--- src/rtl/core/qah_pkg.sv ---
// ----------------------------------------------------------------------------
// qah_pkg
// Shared types and constants for the quadrilateral area unit.
// ----------------------------------------------------------------------------
package qah_pkg;

  localparam int unsigned CoordW = 8;
  localparam int unsigned DiffW  = CoordW + 1;
  localparam int unsigned ProdW  = 2 * DiffW;
  localparam int unsigned SumW   = ProdW - 1;
  localparam int unsigned AreaW  = 24;
  // area_q8 = 128 * (|cross1| + |cross2|)
  localparam int unsigned AreaShift = 7;

  typedef logic [CoordW-1:0] coord_t;
  typedef logic signed [DiffW-1:0] diff_t;
  typedef logic signed [ProdW-1:0] prod_t;
  typedef logic [AreaW-1:0] area_t;

  // Four cross-product terms, two per triangle
  typedef struct packed {
    prod_t t1_a;
    prod_t t1_b;
    prod_t t2_a;
    prod_t t2_b;
  } terms_t;

endpackage

--- src/rtl/core/qah_if.sv ---
// ----------------------------------------------------------------------------
// qah_in_if / qah_out_if
// Valid/ready channels for quadrilateral vertices and the resulting area.
// ----------------------------------------------------------------------------
interface qah_in_if;
  logic            valid;
  logic            ready;
  qah_pkg::coord_t vertex0_x;
  qah_pkg::coord_t vertex0_y;
  qah_pkg::coord_t vertex1_x;
  qah_pkg::coord_t vertex1_y;
  qah_pkg::coord_t vertex2_x;
  qah_pkg::coord_t vertex2_y;
  qah_pkg::coord_t vertex3_x;
  qah_pkg::coord_t vertex3_y;

  modport source (output valid, vertex0_x, vertex0_y, vertex1_x, vertex1_y,
                  vertex2_x, vertex2_y, vertex3_x, vertex3_y, input ready);
  modport sink   (input valid, vertex0_x, vertex0_y, vertex1_x, vertex1_y,
                  vertex2_x, vertex2_y, vertex3_x, vertex3_y, output ready);
endinterface

interface qah_out_if;
  logic           valid;
  logic           ready;
  qah_pkg::area_t area_q8;

  modport source (output valid, area_q8, input ready);
  modport sink   (input valid, area_q8, output ready);
endinterface

--- src/rtl/core/qah_front.sv ---
// ----------------------------------------------------------------------------
// qah_front
// Takes vertices, forms edge vectors and registers the cross-product terms.
// ----------------------------------------------------------------------------
module qah_front (
  input  logic             clk,
  input  logic             rst_n,
  qah_in_if.sink           in_ch,
  output logic             q_valid,
  input  logic             q_ready,
  output qah_pkg::terms_t  q_terms
);

  logic            valid_r, valid_nxt;
  qah_pkg::terms_t terms_r, terms_nxt;
  logic            take;
  qah_pkg::diff_t  ux1, uy1, vx1, vy1, ux2, uy2, vx2, vy2;

  function automatic qah_pkg::diff_t sub(input qah_pkg::coord_t a, input qah_pkg::coord_t b);
    sub = $signed({1'b0, a}) - $signed({1'b0, b});
  endfunction

  assign in_ch.ready = !valid_r || q_ready;
  assign take        = in_ch.valid && in_ch.ready;

  always_comb begin
    // triangle v0,v1,v2 about v0; triangle v2,v3,v0 about v2
    ux1 = sub(in_ch.vertex1_x, in_ch.vertex0_x);
    uy1 = sub(in_ch.vertex1_y, in_ch.vertex0_y);
    vx1 = sub(in_ch.vertex2_x, in_ch.vertex0_x);
    vy1 = sub(in_ch.vertex2_y, in_ch.vertex0_y);
    ux2 = sub(in_ch.vertex3_x, in_ch.vertex2_x);
    uy2 = sub(in_ch.vertex3_y, in_ch.vertex2_y);
    vx2 = sub(in_ch.vertex0_x, in_ch.vertex2_x);
    vy2 = sub(in_ch.vertex0_y, in_ch.vertex2_y);
    terms_nxt.t1_a = ux1 * vy1;
    terms_nxt.t1_b = uy1 * vx1;
    terms_nxt.t2_a = ux2 * vy2;
    terms_nxt.t2_b = uy2 * vx2;
    valid_nxt = take || (valid_r && !q_ready);
  end

  always_ff @(posedge clk) begin
    if (!rst_n) begin
      valid_r <= 1'b0;
    end else begin
      valid_r <= valid_nxt;
    end
  end

  always_ff @(posedge clk) begin
    if (take) begin
      terms_r <= terms_nxt;
    end
  end

  assign q_valid = valid_r;
  assign q_terms = terms_r;

endmodule

--- src/rtl/core/qah_fifo.sv ---
// ----------------------------------------------------------------------------
// qah_fifo
// Small queue of cross-product terms between front and back.
// ----------------------------------------------------------------------------
module qah_fifo #(
  parameter int unsigned DEPTH = 4
) (
  input  logic            clk,
  input  logic            rst_n,
  input  logic            push_valid,
  output logic            push_ready,
  input  qah_pkg::terms_t push_data,
  output logic            pop_valid,
  input  logic            pop_ready,
  output qah_pkg::terms_t pop_data
);

  localparam int unsigned PtrW = (DEPTH > 1) ? $clog2(DEPTH) : 1;
  localparam int unsigned CntW = $clog2(DEPTH + 1);
  localparam logic [PtrW-1:0] LastIdx = PtrW'(DEPTH - 1);

  qah_pkg::terms_t mem [DEPTH];
  logic [PtrW-1:0] wr_ptr_r, wr_ptr_nxt, rd_ptr_r, rd_ptr_nxt;
  logic [CntW-1:0] count_r, count_nxt;
  logic            push, pop;

  assign push_ready = (count_r != CntW'(DEPTH));
  assign pop_valid  = (count_r != '0);
  assign push       = push_valid && push_ready;
  assign pop        = pop_valid && pop_ready;
  assign pop_data   = mem[rd_ptr_r];

  always_comb begin
    wr_ptr_nxt = wr_ptr_r;
    rd_ptr_nxt = rd_ptr_r;
    count_nxt  = count_r;
    if (push) begin
      wr_ptr_nxt = (wr_ptr_r == LastIdx) ? '0 : wr_ptr_r + 1'b1;
    end
    if (pop) begin
      rd_ptr_nxt = (rd_ptr_r == LastIdx) ? '0 : rd_ptr_r + 1'b1;
    end
    if (push && !pop) begin
      count_nxt = count_r + 1'b1;
    end else if (pop && !push) begin
      count_nxt = count_r - 1'b1;
    end
  end

  always_ff @(posedge clk) begin
    if (!rst_n) begin
      wr_ptr_r <= '0;
      rd_ptr_r <= '0;
      count_r  <= '0;
    end else begin
      wr_ptr_r <= wr_ptr_nxt;
      rd_ptr_r <= rd_ptr_nxt;
      count_r  <= count_nxt;
    end
  end

  always_ff @(posedge clk) begin
    if (push) begin
      mem[wr_ptr_r] <= push_data;
    end
  end

  a_count_bound: assert property (@(posedge clk) disable iff (!rst_n)
    count_r <= CntW'(DEPTH)) else $error("queue count beyond depth");
  a_count_step: assert property (@(posedge clk) disable iff (!rst_n)
    (push && !pop) |=> count_r == $past(count_r) + 1'b1)
    else $error("queue count missed a push");
  a_ptr_gap: assert property (@(posedge clk) disable iff (!rst_n)
    (count_r == '0) |-> (wr_ptr_r == rd_ptr_r))
    else $error("empty queue with pointers apart");

endmodule

--- src/rtl/core/qah_back.sv ---
// ----------------------------------------------------------------------------
// qah_back
// Combines cross-product terms into the Q.8 area and holds the result.
// ----------------------------------------------------------------------------
module qah_back (
  input  logic            clk,
  input  logic            rst_n,
  input  logic            q_valid,
  output logic            q_ready,
  input  qah_pkg::terms_t q_terms,
  qah_out_if.source       out_ch
);

  logic                          valid_r, valid_nxt;
  qah_pkg::area_t                area_r, area_nxt;
  qah_pkg::prod_t                c1, c2;
  logic [qah_pkg::SumW-1:0]      m1, m2;
  logic [qah_pkg::SumW:0]        sum;

  assign q_ready = !valid_r || out_ch.ready;

  always_comb begin
    c1  = q_terms.t1_a - q_terms.t1_b;
    c2  = q_terms.t2_a - q_terms.t2_b;
    m1  = c1[qah_pkg::ProdW-1] ? qah_pkg::SumW'(-c1) : qah_pkg::SumW'(c1);
    m2  = c2[qah_pkg::ProdW-1] ? qah_pkg::SumW'(-c2) : qah_pkg::SumW'(c2);
    sum = {1'b0, m1} + {1'b0, m2};
    area_nxt  = qah_pkg::AreaW'(sum) << qah_pkg::AreaShift;
    valid_nxt = (q_valid && q_ready) || (valid_r && !out_ch.ready);
  end

  always_ff @(posedge clk) begin
    if (!rst_n) begin
      valid_r <= 1'b0;
    end else begin
      valid_r <= valid_nxt;
    end
  end

  always_ff @(posedge clk) begin
    if (q_valid && q_ready) begin
      area_r <= area_nxt;
    end
  end

  assign out_ch.valid   = valid_r;
  assign out_ch.area_q8 = area_r;

endmodule

--- src/rtl/core/quadrilateral_area_heron_top.sv ---
// ----------------------------------------------------------------------------
// quadrilateral_area_heron_top
// Quadrilateral area from four vertices, Heron split along diagonal v0-v2.
// ----------------------------------------------------------------------------
// Usage:
//   in_ch  : one transfer carries four vertices (unsigned 8-bit x/y each).
//   out_ch : one transfer per input carries area_q8, unsigned Q.8 area.
//   Heron's 16*area^2 for integer vertices is exactly (2*cross)^2, so each
//   triangle's root is 512*|cross| and area_q8 = 128*(|cross1| + |cross2|),
//   bit-exact to the root-based form, with no root unit needed.
// Path: the front register is loaded at the input transfer, the queue is
//   written from the front register, and the output register is loaded from
//   the queue; a stall can hold an item at each of these registers.
// Throughput: one quad per cycle while out_ch does not stall; set by the single front multiply stage.
// Stall: a stalled out_ch fills the output register, then the queue of
//   QUEUE_DEPTH entries, then the front register; only then does in_ch.ready
//   drop. Results leave in input order.
// Reset: rst_n low clears all valid flags and queue pointers; the data
//   registers and queue storage are not reset.
// ----------------------------------------------------------------------------
module quadrilateral_area_heron_top #(
  parameter int unsigned QUEUE_DEPTH = 4
) (
  input  logic      clk,
  input  logic      rst_n,
  qah_in_if.sink    in_ch,
  qah_out_if.source out_ch
);

  // front -> queue
  logic            f_valid, f_ready;
  qah_pkg::terms_t f_terms;
  // queue -> back
  logic            b_valid, b_ready;
  qah_pkg::terms_t b_terms;

  // Front: edge vectors and the four products, one register stage
  qah_front u_front (
    .clk     (clk),
    .rst_n   (rst_n),
    .in_ch   (in_ch),
    .q_valid (f_valid),
    .q_ready (f_ready),
    .q_terms (f_terms)
  );

  // Queue decouples front and back stalls
  qah_fifo #(
    .DEPTH (QUEUE_DEPTH)
  ) u_fifo (
    .clk        (clk),
    .rst_n      (rst_n),
    .push_valid (f_valid),
    .push_ready (f_ready),
    .push_data  (f_terms),
    .pop_valid  (b_valid),
    .pop_ready  (b_ready),
    .pop_data   (b_terms)
  );

  // Back: subtract, absolute value, sum and scale into output register
  qah_back u_back (
    .clk     (clk),
    .rst_n   (rst_n),
    .q_valid (b_valid),
    .q_ready (b_ready),
    .q_terms (b_terms),
    .out_ch  (out_ch)
  );

endmodule

--- src/flat_wrapper.sv ---
// flat-port wrapper written by rule: the top's interface ports become plain ports
module quadrilateral_area_heron_top_flat 
#(
  parameter int unsigned QUEUE_DEPTH = 4
)
  (clk, rst_n, in_ch_valid, in_ch_vertex0_x, in_ch_vertex0_y, in_ch_vertex1_x, in_ch_vertex1_y, in_ch_vertex2_x, in_ch_vertex2_y, in_ch_vertex3_x, in_ch_vertex3_y, in_ch_ready, out_ch_valid, out_ch_area_q8, out_ch_ready);
  qah_in_if in_ch_i ();
  qah_out_if out_ch_i ();
  input  logic clk;
  input  logic rst_n;
  input wire logic [$bits(in_ch_i.valid)-1:0] in_ch_valid;
  input wire logic [$bits(in_ch_i.vertex0_x)-1:0] in_ch_vertex0_x;
  input wire logic [$bits(in_ch_i.vertex0_y)-1:0] in_ch_vertex0_y;
  input wire logic [$bits(in_ch_i.vertex1_x)-1:0] in_ch_vertex1_x;
  input wire logic [$bits(in_ch_i.vertex1_y)-1:0] in_ch_vertex1_y;
  input wire logic [$bits(in_ch_i.vertex2_x)-1:0] in_ch_vertex2_x;
  input wire logic [$bits(in_ch_i.vertex2_y)-1:0] in_ch_vertex2_y;
  input wire logic [$bits(in_ch_i.vertex3_x)-1:0] in_ch_vertex3_x;
  input wire logic [$bits(in_ch_i.vertex3_y)-1:0] in_ch_vertex3_y;
  output wire logic [$bits(in_ch_i.ready)-1:0] in_ch_ready;
  output wire logic [$bits(out_ch_i.valid)-1:0] out_ch_valid;
  output wire logic [$bits(out_ch_i.area_q8)-1:0] out_ch_area_q8;
  input wire logic [$bits(out_ch_i.ready)-1:0] out_ch_ready;
  assign in_ch_i.valid = in_ch_valid;
  assign in_ch_i.vertex0_x = in_ch_vertex0_x;
  assign in_ch_i.vertex0_y = in_ch_vertex0_y;
  assign in_ch_i.vertex1_x = in_ch_vertex1_x;
  assign in_ch_i.vertex1_y = in_ch_vertex1_y;
  assign in_ch_i.vertex2_x = in_ch_vertex2_x;
  assign in_ch_i.vertex2_y = in_ch_vertex2_y;
  assign in_ch_i.vertex3_x = in_ch_vertex3_x;
  assign in_ch_i.vertex3_y = in_ch_vertex3_y;
  assign in_ch_ready = in_ch_i.ready;
  assign out_ch_valid = out_ch_i.valid;
  assign out_ch_area_q8 = out_ch_i.area_q8;
  assign out_ch_i.ready = out_ch_ready;
  quadrilateral_area_heron_top #(.QUEUE_DEPTH(QUEUE_DEPTH)) u_core (.clk(clk), .rst_n(rst_n), .in_ch(in_ch_i), .out_ch(out_ch_i));
endmodule
--- config.mk ---
export PLATFORM = sky130hd
export DESIGN_NAME = quadrilateral_area_heron_top_flat
export DESIGN_NICKNAME = d
export VERILOG_FILES = /design/src/rtl/core/qah_pkg.sv /design/src/rtl/core/qah_if.sv /design/src/rtl/core/qah_front.sv /design/src/rtl/core/qah_fifo.sv /design/src/rtl/core/qah_back.sv /design/src/rtl/core/quadrilateral_area_heron_top.sv /design/src/flat_wrapper.sv
export SDC_FILE = /design/constraint.sdc
export NUM_CORES = 1
export LEC_CHECK = 0
export BUFFER_PORTS_ARGS = -buffer_cell sky130_fd_sc_hd__buf_4
export CORE_MARGIN = 8
export CORE_UTILIZATION = 64
export DETAILED_ROUTE_END_ITERATION = 8
export PLACE_DENSITY = 0.8
export SYNTH_ARGS = -nofsm -noshare
export SYNTH_HDL_FRONTEND = slang
export SYNTH_SLANG_ARGS = --single-unit
--- constraint.sdc ---
create_clock -name clk -period 8.9 [get_ports clk]
set_clock_uncertainty 0.1 [all_clocks]
set_input_delay 1.78 -clock clk [delete_from_list [all_inputs] [get_ports clk]]
set_output_delay 1.78 -clock clk [all_outputs]
set_load 0.01 [all_outputs]
**Word level (Yosys, flattened, before mapping)**

Memory sizes are Yosys's and may differ from the RTL's. A register that Yosys moved wholly into a read port is not among the register bits.
Index checks and enable logic that the tools add are counted.

- Add/subtract/negate cells: 17
- $mul: 4
- Equal/unequal tests: 3
- Mux-type cells: 10
- Reductions and logical operators: 19

Operator list:

| cell | number |
|---|---|
| $mul 9x9->18 | 4 |
| $sub 8x8->9 | 8 |
| $sub 18x18->18 | 2 |
| $mux 17 | 2 |
| $neg 17->17 | 2 |
| $add 17x17->17 | 1 |
| $mux 2 | 4 |
| $logic_and 1x1->1 | 7 |
| $logic_not 1->1 | 6 |
| $mux 3 | 2 |
| $add 2x1->2 const B | 2 |
| $eq 2x2->1 const B | 2 |
| $logic_or 1x1->1 | 4 |
| $add 3x1->3 const B | 1 |
| $ne 3x3->1 const B | 1 |
| $reduce_bool 3->1 | 1 |
| $sub 3x1->3 const B | 1 |
| $mux 1 | 2 |
| $reduce_bool 2->1 | 1 |

- Register bits: 98
- Bits in writable memories: 288
- Input port bits: 68
- Output and inout port bits: 26
- Word-level logic and storage cells: 64
- Memories kept: 1

Memory list:

| name | depth | bits a word | rd ports | clocked after memory_dff | wr ports | line | RTL |
|---|---|---|---|---|---|---|---|
| u_core.u_fifo.mem | 4 | 72 | 1 | 1 | 1 | qah_fifo.sv:22 | `qah_pkg::terms_t mem [DEPTH];` |

**Logic depth before layout (Yosys ltp)**

- Depth in word-level cells: 6
- Depth in mapped cells: 31
- Mapped depth without buffers: 31

**By module**

A second synthesis with hierarchy kept.

- Cell total of the unflattened synthesis: 2679
- Area total of the unflattened synthesis: 31706.7 sq um

Modules (own cells, without submodules):

| module | times used | cells an instance | area each (sq um) | sequential area each (sq um) |
|---|---|---|---|---|
| qah_front | 1 | 1774 | 17003.8 | 2182.1 |
| qah_fifo | 1 | 427 | 10850.4 | 8828.5 |
| qah_back | 1 | 478 | 3852.4 | 530.5 |

**Worst setup path after synthesis**

OpenSTA, ideal clock, no wires.

- Kind: input to register
- From: in in_ch_vertex1_x[0]
- To: reg u_core.u_front.terms_r, in the netlist u_core.u_front.q_terms[69] (data pin)
- Setup time: 0.258 ns
- Arrival time: 7.979 ns
- Required time: 8.542 ns
- Path slack: 0.564 ns
- Stages: 29
- Path buffers: 0
- Cells stage by stage: inv_1 > ha_1 > inv_1 > fa_1 > a21o_1 > a21oi_1 > o21bai_1 > a21oi_1 > o21bai_1 > a21oi_1 > nand2b_1 > fa_1 > inv_1 > fa_1 > fa_1 > fa_1 > inv_1 > fa_1 > inv_1 > ha_1 > o21ai_0 > a21boi_0 > o21ai_0 > a21boi_0 > o21ai_0 > a21boi_0 > o21ai_0 > nor2b_1 > xnor2_1

RTL lines:

| element | line | RTL |
|---|---|---|
| start: declaration | flat_wrapper.sv:14 | `input wire logic [$bits(in_ch_i.vertex1_x)-1:0] in_ch_vertex1_x;` |
| end signal: assignment | qah_front.sv:53 | `terms_r <= terms_nxt;` |
| end: declaration | qah_front.sv:15 | `qah_pkg::terms_t terms_r, terms_nxt;` |

==> results by stage <==
STA:
- The final count of negative-setup-slack endpoints is 0.
- The minimum clock period after layout is around 8300 ps.
- The total count of hold-check failures in the final report is 0.
- Dividing the final minimum period by the clock period gives 0.9378.
- Timing would allow up to 0.1198 GHz.
- Headroom to the max-slew limit came out at 0.2735.
- The final count of pins violating max slew was 0.
- The accumulated negative setup slack is 0 ps.
- Setup repair after global routing left no endpoint under its margin.
- The slew at the pin closest to its max-slew limit is 1090 ps.

Place:
- Summed over all nets, the half-perimeter wirelength after detailed placement is ~54 mm.
- The congestion estimate from routability-driven global placement came to 0.9359.
- The count of input and output buffers is 86.
- The number of placed instances, taps included, is 3363.

Worst setup path:
- In this design, the largest share of critical-path delay is due to adder cells.
- STA puts the critical path data required time at 9080 ps.
- The highest net fanout along the worst path is 4.
- The worst setup path is captured at a register.
- In this run the number of cells on the critical path is 31.
- The buffering stage count on the worst path with inverters included is 5.
- On the worst path, the slowest cell contributes a delay of 550 ps.
- The worst setup slack for register-to-register paths is around 1800 ps.
- The startpoint-to-endpoint class of the critical path is in -> reg.
- The slowest stage of the critical path belongs to the cell sky130_fd_sc_hd__fa_1.
- The worst register-to-register path has a depth of 23.
- STA puts the critical path data arrival time at about 8500 ps.
- STA classifies the critical path startpoint as a primary input.

Logic synthesis:
- The top cell type by total area after synthesis is sky130_fd_sc_hd__edfxtp_1.
- Yosys mapped a number of flops with a built-in enable equal to 377.
- Sorting the synthesized cells by area gives the leading types as sky130_fd_sc_hd__edfxtp_1 (36%), sky130_fd_sc_hd__fa_1 (19%), sky130_fd_sc_hd__ha_1 (11%).
- The share of synthesized area in the top cell type comes to 0.3642.
- Counting flops with an async set or reset pin after synthesis yields a share of 0.
- For this run, the number of Yosys warnings is 0.
- In this run the cell area of the synthesized design comes to 31080 um^2.
- After synthesis, the mean cell area works out to 11.74 um^2.
- Among all flip-flop cells after synthesis, the most frequent one is sky130_fd_sc_hd__edfxtp_1.
- The flip-flop and latch count after synthesis is 388.
- Counting every instance in the synthesized netlist gives between 2000 and 3000.
- The number of unique standard cell types used by synthesis is 75.
- Of the synthesized area, sequential elements account for 0.3713.

Detailed routing:
- In the detailed route, the total length drawn on met3 is 4.228 mm.
- In this run, the number of DRC markers left after iteration 0 of detailed routing was about 1200.
- The number of routed nets with antenna violations is 0.
- The residual DRC count is 0.
- The highest metal layer carrying signal wires in the routed design is met4.
- The routed metal-1 wirelength is 29.58 mm.
- The overall routed net length is 70.36 mm.
- The first detailed-routing pass took 6 iterations.
- Dividing the detail-routed wire length by the instance count gives approximately 21 um.
- In the routed layout, each cell is associated on average with a via count of just under 6.
- The detailed-routed wire length on met2 is 34.83 mm.
- The via count of the routed design is roughly 20000.

Global route:
- The global-route wire length before repair is 112.9 mm.
- The overall fraction of global-route tracks in use is 0.2540.
- The number of antenna violations at the first check in global routing is 0.
- The largest net degree at the start of global routing is 70.
- After global routing the overflow that remains totals 0.
- The via count of the first global-routing pass is 21240.

Job:
- Across the run, the number of max-cap violations was 0.

Layout:
- Leaving out fill and tap cells, the most frequent cell in the layout is sky130_fd_sc_hd__inv_1.
- The finished layout holds about 3400 standard cells, fillers aside.
- Of the cells placed in the final design, the portion with a size suffix greater than 1 is 0.1096.
- In the layout the commonest cells are sky130_fd_sc_hd__inv_1 (463), sky130_fd_sc_hd__edfxtp_1 (377), sky130_fd_sc_hd__fa_1 (295), sky130_fd_sc_hd__ha_1 (271), sky130_fd_sc_hd__nor2_1 (185).
- The final antenna diode count is 0.
- The number of nets in the final layout is 3419.
- The area growth from synthesis to layout is 9.338%.

Floorplan:
- For this configuration, the core starts out at a cell density of 0.6497.
- In this run the core area contains 80 standard-cell rows.
- The placeable core region is 47850 um^2.
- Measured along the x axis, the die boundary spans 236.4 um.
- The floorplan step set the die height to 236.4 um.
- The area of the die is 55880 um^2.
- The boundary pin count is between 90 and 100.

Run status:
- The flow ran to the end, and the final reports show no timing, DRC or antenna violations.

Hold path:
- The worst hold path passes through 0 cells.
- The tightest min-delay check is of the reg -> reg type.

CTS:
- The post-CTS resize count is 0.
- Clock-pin slew was measured on the worst setup and hold paths at around 70 ps.
- The root buffer cell is sky130_fd_sc_hd__clkbuf_16.
- The later-pin clock latency in the skew report is 540 ps.
- The clock passes through at most 3 buffers.
- The number of buffers inserted by hold repair at cts is 0.
- TritonCTS built the clock tree.
- The number of buffers created by CTS is 35.
- In this run the post-CTS setup repair buffer count came out at 0.
- The clock net sink count is 388.
- The deepest level of the CTS H-tree is 2.
==> path summary, 6_finish.rpt <==
kind                                   start                               end
hold reg to reg   u_core.u_front.q_terms[34]          u_core.u_fifo.mem[0][34]
hold / removal    u_core.u_front.q_terms[34]          u_core.u_fifo.mem[0][34]
setup / recovery          in_ch_vertex2_x[1]        u_core.u_front.q_terms[35]
setup reg to reg                    register  u_core.u_back.out_ch.area_q8[22]
==> logic make-up after synthesis <==
family                     share of synthesized area
muxes                                        0.05204
and+or+nand+nor                              0.08875
other                                      0.0001206
xor gates and xnor gates                     0.05804
adders and majority gates                     0.2991
DFF                                           0.3713
AOI/OAI and AO/OA                            0.06778
buffers and inverters                        0.06291
==> cell type report <==
type	instances	area, um^2
Clock inverter	19	254.0
Timing Repair Buffer	145	1089
Tap cell	615	769.5
Fill cell	3289	13860
Sequential cell	388	11550
Multi-Input combinational cell	1752	17630
Clock buffer	43	957.2
Inverter	463	1738
==> metal layers <==
layer / vias to the layer above / GRT usage
met1: 10020 / 0.3312
met3: 93 / 0.03323
met2: 688 / 0.4440
li1: 9114 / -
met5: - / 0
met4: 0 / 0.07115
==> flip-flops by register name, summed over array words and instances, names as in the netlist, named ones only <==
signal,flops
u_core.u_front.q_terms,72
u_core.u_fifo.mem,288
u_core.u_fifo.wr_ptr_r,2
u_core.u_fifo.count_r,3
u_core.u_back.out_ch.valid,1
u_core.u_front.q_valid,1
u_core.u_back.out_ch.area_q8,17
u_core.u_fifo.rd_ptr_r,2
==> cells in the mapped netlist, types with 3 or more instances <==
cell type / instances
sky130_fd_sc_hd__mux2i_1: 3
sky130_fd_sc_hd__edfxtp_1: 377
sky130_fd_sc_hd__o21ai_1: 5
sky130_fd_sc_hd__buf_4: 7
sky130_fd_sc_hd__or3_1: 7
sky130_fd_sc_hd__nor2_1: 185
sky130_fd_sc_hd__a211oi_4: 3
sky130_fd_sc_hd__or2_2: 6
sky130_fd_sc_hd__dfxtp_1: 11
sky130_fd_sc_hd__nand4_1: 8
sky130_fd_sc_hd__clkbuf_1: 38
sky130_fd_sc_hd__o31ai_1: 3
sky130_fd_sc_hd__o21ai_0: 53
sky130_fd_sc_hd__a21boi_0: 17
sky130_fd_sc_hd__nand2b_1: 51
sky130_fd_sc_hd__nand3_1: 12
sky130_fd_sc_hd__a21o_1: 50
sky130_fd_sc_hd__xor2_1: 61
sky130_fd_sc_hd__nand3b_1: 4
sky130_fd_sc_hd__xnor2_1: 145
sky130_fd_sc_hd__nor2b_1: 49
sky130_fd_sc_hd__nor4_1: 3
sky130_fd_sc_hd__ha_1: 271
sky130_fd_sc_hd__inv_1: 463
sky130_fd_sc_hd__a21oi_1: 95
sky130_fd_sc_hd__a211o_1: 5
sky130_fd_sc_hd__o21a_1: 12
sky130_fd_sc_hd__and3_1: 10
sky130_fd_sc_hd__o21bai_1: 24
sky130_fd_sc_hd__nand2_1: 173
sky130_fd_sc_hd__buf_1: 6
sky130_fd_sc_hd__fa_1: 295
sky130_fd_sc_hd__nor3_1: 28
sky130_fd_sc_hd__and2_1: 36
sky130_fd_sc_hd__a31oi_1: 12
sky130_fd_sc_hd__o41ai_1: 4
sky130_fd_sc_hd__mux4_2: 70
==> per-stage QoR <==
stage | hold slack, ps | util | instance area [um^2] | setup slack, ps
global placement | 368.1 | 0.6850 | 32780 | 293.0
global route | 415.2 | 0.7104 | 33990 | 32.64
CTS | 398.3 | 0.7104 | 33990 | 583.9
detailed placement | 382.8 | 0.6850 | 32780 | 27.04
finish | 404.8 | 0.7104 | 33990 | 554.0
floorplan | 358.7 | - | 31110 | 563.9
Power is not shown: default switching activity piles up to over one toggle a cycle in this logic, so the estimate is an artifact.
